## src/rtl/pbs_pkg.sv

```systemverilog
// ----------------------------------------------------------------------------
// pbs_pkg
// Shared widths, payload structs and divider handshake types for the
// proportional budget split block.
// ----------------------------------------------------------------------------
package pbs_pkg;

  // set size and field widths
  localparam int unsigned MAX_SEG   = 16;
  localparam int unsigned SIZE_W    = 16;
  localparam int unsigned BUDGET_W  = 20;
  localparam int unsigned TOTAL_W   = 20;
  localparam int unsigned SEG_IDX_W = 4;

  // derived widths
  localparam int unsigned IDX_W    = (MAX_SEG > 1) ? $clog2(MAX_SEG) : 1;
  localparam int unsigned CNT_W    = $clog2(MAX_SEG + 1);
  localparam int unsigned PROD_W   = BUDGET_W + SIZE_W;
  localparam int unsigned DIV_CNT_W = $clog2(PROD_W + 1);

  // input beat
  typedef struct packed {
    logic [SIZE_W-1:0] segment_size;
    logic              last_segment;
  } seg_in_t;

  // result beat
  typedef struct packed {
    logic [SEG_IDX_W-1:0] segment_index;
    logic [BUDGET_W-1:0]  allocation;
    logic                 last_result;
  } res_t;

  // divider request
  typedef struct packed {
    logic              start;
    logic [PROD_W-1:0] dividend;
    logic [TOTAL_W-1:0] divisor;
  } div_req_t;

  // divider response
  typedef struct packed {
    logic                done;
    logic [BUDGET_W-1:0] quotient;
  } div_rsp_t;

endpackage

```

## src/rtl/pbs_divider.sv

```systemverilog
// ----------------------------------------------------------------------------
// pbs_divider
// Radix-2 restoring divider, one quotient bit per cycle. The quotient is
// known to fit the budget width, so only its low bits are returned.
// ----------------------------------------------------------------------------
module pbs_divider (
  input  logic               clk_i,
  input  logic               rst_ni,
  input  pbs_pkg::div_req_t  req_i,
  output pbs_pkg::div_rsp_t  rsp_o
);

  logic [pbs_pkg::PROD_W-1:0]    dvd_q, dvd_d;
  logic [pbs_pkg::TOTAL_W-1:0]   rem_q, rem_d;
  logic [pbs_pkg::TOTAL_W-1:0]   dsr_q, dsr_d;
  logic [pbs_pkg::DIV_CNT_W-1:0] cnt_q, cnt_d;
  logic                          run_q, run_d;
  logic                          done_q, done_d;
  logic [pbs_pkg::TOTAL_W:0]     trial;
  logic                          qbit;

  // one shift-subtract step
  always_comb begin
    trial  = {rem_q, dvd_q[pbs_pkg::PROD_W-1]};
    qbit   = (trial >= {1'b0, dsr_q});
    dvd_d  = dvd_q;
    rem_d  = rem_q;
    dsr_d  = dsr_q;
    cnt_d  = cnt_q;
    run_d  = run_q;
    done_d = 1'b0;
    if (req_i.start) begin
      dvd_d = req_i.dividend;
      dsr_d = req_i.divisor;
      rem_d = '0;
      cnt_d = pbs_pkg::DIV_CNT_W'(pbs_pkg::PROD_W);
      run_d = 1'b1;
    end else if (run_q) begin
      dvd_d = {dvd_q[pbs_pkg::PROD_W-2:0], qbit};
      rem_d = qbit ? pbs_pkg::TOTAL_W'(trial - {1'b0, dsr_q})
                   : pbs_pkg::TOTAL_W'(trial);
      cnt_d = cnt_q - 1'b1;
      if (cnt_q == pbs_pkg::DIV_CNT_W'(1)) begin
        run_d  = 1'b0;
        done_d = 1'b1;
      end
    end
  end

  // control state
  always_ff @(posedge clk_i or negedge rst_ni) begin
    if (!rst_ni) begin
      cnt_q  <= '0;
      run_q  <= 1'b0;
      done_q <= 1'b0;
    end else begin
      cnt_q  <= cnt_d;
      run_q  <= run_d;
      done_q <= done_d;
    end
  end

  // datapath
  always_ff @(posedge clk_i) begin
    dvd_q <= dvd_d;
    rem_q <= rem_d;
    dsr_q <= dsr_d;
  end

  assign rsp_o.done     = done_q;
  assign rsp_o.quotient = dvd_q[pbs_pkg::BUDGET_W-1:0];

endmodule

```

## src/rtl/proportional_budget_split.sv

```systemverilog
// ----------------------------------------------------------------------------
// proportional_budget_split
// Splits a configured budget across a set of segments in proportion to
// their sizes, with a one-unit floor and largest-first rounding.
// ----------------------------------------------------------------------------
// Usage:
//   cfg_valid_i/cfg_ready_o/cfg_data_i write the budget; ready is high while
//   the block waits for segment beats.
//   A segment beat is taken at an edge with start high and busy low, one per
//   cycle. Sizes go into a 16-entry size RAM and are summed; beats past the
//   sixteenth are dropped, but a last mark on them still closes the set.
//   After the last beat busy rises and the block computes, then emits one
//   result beat per segment on out_strobe_o, in index order, each for one
//   cycle; the receiver cannot stall. busy falls as the final beat is shown.
//   Stepping: the share pass runs when units remain to share and the total is
//   nonzero, one serial divide per segment; the output pass reads each
//   segment and, when rounding units remain, ranks it by scanning every size
//   through the single read port of the size RAM.
//   Reset clears the budget, the segment count and the running total; the
//   size RAM is not cleared.
// ----------------------------------------------------------------------------
module proportional_budget_split (
  input  logic                          clk_i,
  input  logic                          rst_ni,
  input  logic                          cfg_valid_i,
  output logic                          cfg_ready_o,
  input  logic [pbs_pkg::BUDGET_W-1:0]  cfg_data_i,
  input  logic                          start,
  output logic                          busy,
  input  pbs_pkg::seg_in_t              seg_i,
  output logic                          out_strobe_o,
  output pbs_pkg::res_t                 res_o
);

  typedef enum logic [3:0] {
    S_LOAD, S_INIT, S_SHR, S_MUL, S_DIVS, S_DIVW,
    S_ORD, S_OCAP, S_RRD, S_RCMP, S_EMIT
  } state_e;

  state_e                       state_q, state_d;
  logic [pbs_pkg::CNT_W-1:0]    count_q, count_d;
  logic [pbs_pkg::TOTAL_W-1:0]  total_q, total_d;
  logic [pbs_pkg::BUDGET_W-1:0] budget_q, budget_d;
  logic [pbs_pkg::BUDGET_W-1:0] remaining_q, remaining_d;
  logic [pbs_pkg::BUDGET_W-1:0] dist_q, dist_d;
  logic [pbs_pkg::BUDGET_W-1:0] leftover_q, leftover_d;
  logic                         div_en_q, div_en_d;
  logic [pbs_pkg::IDX_W-1:0]    i_q, i_d;
  logic [pbs_pkg::IDX_W-1:0]    j_q, j_d;
  logic [pbs_pkg::CNT_W-1:0]    rank_q, rank_d;
  logic [pbs_pkg::PROD_W-1:0]   prod_q, prod_d;
  logic [pbs_pkg::SIZE_W-1:0]   cur_size_q, cur_size_d;
  logic [pbs_pkg::BUDGET_W-1:0] cur_share_q, cur_share_d;
  logic                         res_valid_q, res_valid_d;
  pbs_pkg::res_t                res_q, res_d;

  logic [pbs_pkg::SIZE_W-1:0]   size_mem [pbs_pkg::MAX_SEG];
  logic [pbs_pkg::BUDGET_W-1:0] share_mem [pbs_pkg::MAX_SEG];
  logic [pbs_pkg::SIZE_W-1:0]   size_rd_q;
  logic [pbs_pkg::BUDGET_W-1:0] share_rd_q;
  logic [pbs_pkg::IDX_W-1:0]    size_raddr;

  logic                         in_accept;
  logic                         store_en;
  logic [pbs_pkg::BUDGET_W-1:0] count_ext;
  logic [pbs_pkg::BUDGET_W-1:0] floor_units;
  logic [pbs_pkg::BUDGET_W-1:0] rem_calc;
  logic [pbs_pkg::BUDGET_W-1:0] dist_next;
  logic                         i_last;
  logic                         j_last;
  logic                         floor_bit;
  logic                         bump_bit;
  pbs_pkg::div_req_t            div_req;
  pbs_pkg::div_rsp_t            div_rsp;

  // handshakes
  assign busy        = (state_q != S_LOAD);
  assign cfg_ready_o = (state_q == S_LOAD);
  assign in_accept   = start && !busy;
  assign store_en    = in_accept && (count_q < pbs_pkg::CNT_W'(pbs_pkg::MAX_SEG));

  // loop bounds and per-segment terms
  assign count_ext   = pbs_pkg::BUDGET_W'(count_q);
  assign floor_units = (budget_q < count_ext) ? budget_q : count_ext;
  assign rem_calc    = budget_q - floor_units;
  assign dist_next   = dist_q + div_rsp.quotient;
  assign i_last      = (pbs_pkg::CNT_W'(i_q) + 1'b1) == count_q;
  assign j_last      = (pbs_pkg::CNT_W'(j_q) + 1'b1) == count_q;
  assign floor_bit   = pbs_pkg::BUDGET_W'(i_q) < budget_q;
  assign bump_bit    = pbs_pkg::BUDGET_W'(rank_q) < leftover_q;

  // ram read address
  assign size_raddr = (state_q == S_RRD) ? j_q : i_q;

  // divider hookup
  assign div_req.start    = (state_q == S_DIVS);
  assign div_req.dividend = prod_q;
  assign div_req.divisor  = total_q;

  pbs_divider u_div (
    .clk_i  (clk_i),
    .rst_ni (rst_ni),
    .req_i  (div_req),
    .rsp_o  (div_rsp)
  );

  // sequencer next state
  always_comb begin
    state_d     = state_q;
    count_d     = count_q;
    total_d     = total_q;
    budget_d    = budget_q;
    remaining_d = remaining_q;
    dist_d      = dist_q;
    leftover_d  = leftover_q;
    div_en_d    = div_en_q;
    i_d         = i_q;
    j_d         = j_q;
    rank_d      = rank_q;
    prod_d      = prod_q;
    cur_size_d  = cur_size_q;
    cur_share_d = cur_share_q;
    res_valid_d = 1'b0;
    res_d       = res_q;

    if (cfg_valid_i && cfg_ready_o) begin
      budget_d = cfg_data_i;
    end

    unique case (state_q)
      S_LOAD: begin
        if (store_en) begin
          count_d = count_q + 1'b1;
          total_d = total_q + pbs_pkg::TOTAL_W'(seg_i.segment_size);
        end
        if (in_accept && seg_i.last_segment) begin
          state_d = S_INIT;
        end
      end
      S_INIT: begin
        remaining_d = rem_calc;
        div_en_d    = (rem_calc != '0) && (total_q != '0);
        dist_d      = '0;
        leftover_d  = '0;
        i_d         = '0;
        state_d     = ((rem_calc != '0) && (total_q != '0)) ? S_SHR : S_ORD;
      end
      S_SHR: begin
        state_d = S_MUL;
      end
      S_MUL: begin
        prod_d  = pbs_pkg::PROD_W'(remaining_q) * pbs_pkg::PROD_W'(size_rd_q);
        state_d = S_DIVS;
      end
      S_DIVS: begin
        state_d = S_DIVW;
      end
      S_DIVW: begin
        if (div_rsp.done) begin
          dist_d = dist_next;
          if (i_last) begin
            leftover_d = remaining_q - dist_next;
            i_d        = '0;
            state_d    = S_ORD;
          end else begin
            i_d     = i_q + 1'b1;
            state_d = S_SHR;
          end
        end
      end
      S_ORD: begin
        state_d = S_OCAP;
      end
      S_OCAP: begin
        cur_size_d  = size_rd_q;
        cur_share_d = div_en_q ? share_rd_q : '0;
        j_d         = '0;
        rank_d      = '0;
        state_d     = (leftover_q != '0) ? S_RRD : S_EMIT;
      end
      S_RRD: begin
        state_d = S_RCMP;
      end
      S_RCMP: begin
        // segment j ranks ahead when larger, or equal with lower index
        if ((size_rd_q > cur_size_q) || ((size_rd_q == cur_size_q) && (j_q < i_q))) begin
          rank_d = rank_q + 1'b1;
        end
        if (j_last) begin
          state_d = S_EMIT;
        end else begin
          j_d     = j_q + 1'b1;
          state_d = S_RRD;
        end
      end
      S_EMIT: begin
        res_valid_d         = 1'b1;
        res_d.segment_index = pbs_pkg::SEG_IDX_W'(i_q);
        res_d.allocation    = cur_share_q + pbs_pkg::BUDGET_W'(floor_bit)
                              + pbs_pkg::BUDGET_W'(bump_bit);
        res_d.last_result   = i_last;
        if (i_last) begin
          count_d = '0;
          total_d = '0;
          i_d     = '0;
          state_d = S_LOAD;
        end else begin
          i_d     = i_q + 1'b1;
          state_d = S_ORD;
        end
      end
      default: state_d = S_LOAD;
    endcase
  end

  // control state and registered outputs
  always_ff @(posedge clk_i or negedge rst_ni) begin
    if (!rst_ni) begin
      state_q     <= S_LOAD;
      count_q     <= '0;
      total_q     <= '0;
      budget_q    <= '0;
      div_en_q    <= 1'b0;
      i_q         <= '0;
      j_q         <= '0;
      res_valid_q <= 1'b0;
    end else begin
      state_q     <= state_d;
      count_q     <= count_d;
      total_q     <= total_d;
      budget_q    <= budget_d;
      div_en_q    <= div_en_d;
      i_q         <= i_d;
      j_q         <= j_d;
      res_valid_q <= res_valid_d;
    end
  end

  // payload registers
  always_ff @(posedge clk_i) begin
    remaining_q <= remaining_d;
    dist_q      <= dist_d;
    leftover_q  <= leftover_d;
    rank_q      <= rank_d;
    prod_q      <= prod_d;
    cur_size_q  <= cur_size_d;
    cur_share_q <= cur_share_d;
    res_q       <= res_d;
  end

  // size ram, one write and one read port
  always_ff @(posedge clk_i) begin
    if (store_en) begin
      size_mem[count_q[pbs_pkg::IDX_W-1:0]] <= seg_i.segment_size;
    end
    size_rd_q <= size_mem[size_raddr];
  end

  // share ram
  always_ff @(posedge clk_i) begin
    if ((state_q == S_DIVW) && div_rsp.done) begin
      share_mem[i_q] <= div_rsp.quotient;
    end
    share_rd_q <= share_mem[i_q];
  end

  assign out_strobe_o = res_valid_q;
  assign res_o        = res_q;

  // checks
  a_strobe_from_emit: assert property (@(posedge clk_i) disable iff (!rst_ni)
    res_valid_q |-> $past(state_q == S_EMIT))
    else $error("result beat without emit step");

  a_last_closes_set: assert property (@(posedge clk_i) disable iff (!rst_ni)
    (res_valid_q && res_q.last_result) |-> (state_q == S_LOAD) && (count_q == '0))
    else $error("final result beat did not return to load");

  a_leftover_bound: assert property (@(posedge clk_i) disable iff (!rst_ni)
    (state_q == S_EMIT) |-> (leftover_q < count_ext))
    else $error("rounding leftover not below segment count");

  a_div_done_in_wait: assert property (@(posedge clk_i) disable iff (!rst_ni)
    div_rsp.done |-> (state_q == S_DIVW))
    else $error("divider finished outside share wait");

  a_count_bound: assert property (@(posedge clk_i) disable iff (!rst_ni)
    count_q <= pbs_pkg::CNT_W'(pbs_pkg::MAX_SEG))
    else $error("segment count beyond capacity");

endmodule
```

## config.mk

```make
export PLATFORM = sky130hd
export DESIGN_NAME = proportional_budget_split
export DESIGN_NICKNAME = d
export VERILOG_FILES = /design/src/rtl/pbs_pkg.sv /design/src/rtl/pbs_divider.sv /design/src/rtl/proportional_budget_split.sv
export SDC_FILE = /design/constraint.sdc
export NUM_CORES = 2
export LEC_CHECK = 0
export BUFFER_PORTS_ARGS = -buffer_cell sky130_fd_sc_hd__buf_2
export CORE_AREA = 2 2 317 319
export DETAILED_ROUTE_END_ITERATION = 10
export DIE_AREA = 0 0 319 321
export PLACE_DENSITY = 0.73
export SLEW_MARGIN = 20
export SYNTH_ARGS = -nofsm -noshare
export SYNTH_HDL_FRONTEND = slang
export SYNTH_SLANG_ARGS = --single-unit
```

## constraint.sdc

```tcl
create_clock -name clk_i -period 16.5 [get_ports clk_i]
set_clock_uncertainty 0.1 [all_clocks]
set_input_delay 1.65 -clock clk_i [delete_from_list [all_inputs] [get_ports clk_i]]
set_output_delay 1.65 -clock clk_i [all_outputs]
set_load 0.005 [all_outputs]
```

==> metrics.txt <==
outcome=finished, final reports clean; post-DP HPWL=72600 µm; Mapped Cells=3640; first-pass GRT wire length=173000 µm; synth unique cells=a little under 80; most common library cells after synthesis=edfxtp_1 (794), nand2_1 (413), inv_1 (349); gp weighted congestion=between 0.8 and 0.9; share of the clock period used by the worst path=43.3%; Post-Synthesis Cell Area=slightly below 50000 µm²; Port Buffers=68; first-pass detailed-route iteration total=6; Mapped Avg Cell Area=13.5 µm²; CTS hold repair buffers=0; initial DRC count=2620; Worst-Skew Late Latency=0.66 ns; count leader, synth=edfxtp_1; Hold Path Origin=u_div.rem_q[19]$_SDFFE_PP0P_; setup bufs post-CTS=0; number of synthesized flops with an enable pin=~790; number of remaining DRC errors=0; worst-path maximum fanout=17; Critical path origin=remaining_q[9]$_DFFE_PP_; die area=102000 µm²; Worst Path Arrival=7.41 ns; initial antenna violation count=0; Worst Path Class, Setup=reg -> reg; Initial Utilization=49.6%; Setup Viol. Count Final=0; post-layout util=between 50% and 60%; largest net degree at the start of global routing=roughly 70; element type at the critical path start=flip-flop; Achievable Freq=140 MHz; CTS root buffer=clkbuf_16; Worst-Margin Slew=1.11 ns; Final Max Tran Viols=0; Vias per Instance=5.74; Row Count=about 120; reg2reg start=remaining_q[9]$_DFFE_PP_; clock sink count=917; Slew headroom=26.0%; Antenna Nets Post-Route=0; post-CTS sizing=0; routed len/inst=~22 µm; Crit. End Element=flip-flop; Layout area overhead=9.68%; share of flip-flops with an asynchronous set or reset=around 7.3%; area leader, netlist=edfxtp_1; H-tree depth=3; sequential area share after synthesis=54.1%; vias=29200; grt ovf=0; RSZ-0062 raised after global routing=false; critical path required time=16.77 ns; Yosys top cell area share=48.4%; Top FF cell, synth=edfxtp_1; CTS tree=built; vias in the first global route=approximately 30000; setup_tns=0 ns; die height=321 µm; Syn. warnings=0; Core ar.=99300 µm²; Synth area leaders=edfxtp_1 (48%), fa_1 (10%), mux4_2 (7.5%); CTS Buf Count=86; min Tclk post-route=approximately 7 ns; maximum clock path buffer count=3; Mapped Nets=4167; Synth Register Bits=917; FILL cells=between 8000 and 9000; WL final=110000 µm; # IOs=between 60 and 70; Multi-input gate area=20800 µm²; Hold WC Path Type=reg -> reg; share of layout cells above drive strength 1=12.6%; Sequential cell area=26600 µm²; Total GRT Usage=22.0%; clock-pin slew on the worst setup and hold paths=0.06 ns; nets=4238; Final Hold Fails=0; Die X-Extent=319 µm; max_cap viols=0
==> metrics by stage <==
step	hold WS (ns)	instance area [µm²]	cells	setup slack, ns
2_1_floorplan	0.326	49300	3640	10.44
3_3_place_gp	0.356	51200	4921	9.66
3_5_place_dp	0.360	51200	4921	9.48
4_1_cts	0.369	54000	5080	9.43
5_1_grt	0.392	54000	5080	8.98
6_report	0.371	54000	5082	9.36
==> per-layer routing <==
metal / wire length (µm) / global-route usage (%) / up-vias
met5: 0 / 0 / -
met4: 3340 / 6.96 / 0
met3: 7640 / 3.17 / 197
met2: 52800 / 36.2 / 1123
met1: 46100 / 30.4 / 14800
li1: - / - / 13100
==> worst max-delay path: stages, from the launching register on <==
cell	delay (ns)
edfxtp_1	1.00
nand2_1	0.19
fa_1	0.54
fa_1	0.60
fa_1	0.45
fa_1	0.54
inv_1	0.05
fa_1	0.50
fa_1	0.42
ha_1	0.39
o21ai_0	0.15
a21oi_1	0.16
a21oi_1	0.13
o21a_1	0.27
o41ai_1	0.61
nor4_1	0.12
nor3_1	0.33
a221oi_1	0.15
xnor2_1	0.16
==> cells in the final DEF, fill, tap and decap left out, types with 17 or more instances in the layout <==
master,n
xnor2_1,80
and3_1,20
nor2_1,153
nand3_1,41
mux2_2,21
o21bai_1,18
edfxtp_1,794
fa_1,256
o21ai_0,48
xor2_1,60
clkinv_1,17
nand4_1,20
nor3_1,36
inv_1,348
dfrtp_1,65
a211oi_1,28
o21a_1,25
dfxtp_1,56
nor4_1,17
a31oi_1,22
clkbuf_16,88
mux4_2,164
buf_2,67
o21ai_1,32
a21o_1,37
and2_1,196
a21oi_1,102
ha_1,230
buf_4,57
nand2_1,412
nand2b_1,27
==> cell type report <==
type	count	share of cell area, %
Antenna cell	2	0.00926
Clock buffer	107	4.28
Clock inverter	52	0.933
Inverter	353	2.45
Multi-Input combinational cell	2229	38.6
Sequential cell	917	49.3
Tap cell	1298	3.01
Timing Repair Buffer	124	1.41
==> cells by family after synthesis <==
logic type / share of synthesized area (%)
flip-flops: 54.1
adder cells (fa/ha/maj): 16.2
XOR/XNOR: 2.54
AND/OR/NAND/NOR: 9.65
buffers and inverters: 3.83
AO/OA/AOI/OAI: 5.26
multiplexers: 8.39
==> worst paths after layout <==
| kind | end | slack (ns) | cells after the start |
|---|---|---|---|
| worst max-delay path | prod_q[35]$_DFFE_PP_ | 9.36 | 18 |
| worst min-delay path | u_div.rem_q[19]$_SDFFE_PP0P_ | 0.37 | 2 |
| worst max register to register | prod_q[35]$_DFFE_PP_ | 9.36 | 18 |
| worst min register to register | u_div.rem_q[19]$_SDFFE_PP0P_ | 0.37 | 2 |
| max in group asynchronous | i_q[1]$_DFFE_PN0P_ | 14.53 | 1 |
| min in group asynchronous | total_q[3]$_DFFE_PN0P_ | 1.01 | 1 |
==> state kept, by name (all words and copies together), names as in the netlist, 25 cells and up <==
signal	flops
prod_q	36
u_div.dvd_q	36
size_mem	256
share_mem	320
res_o	25
Power is left out: the tool's default activity adds up to more than one toggle a clock period on the data nets, which glitch-free logic cannot reach.
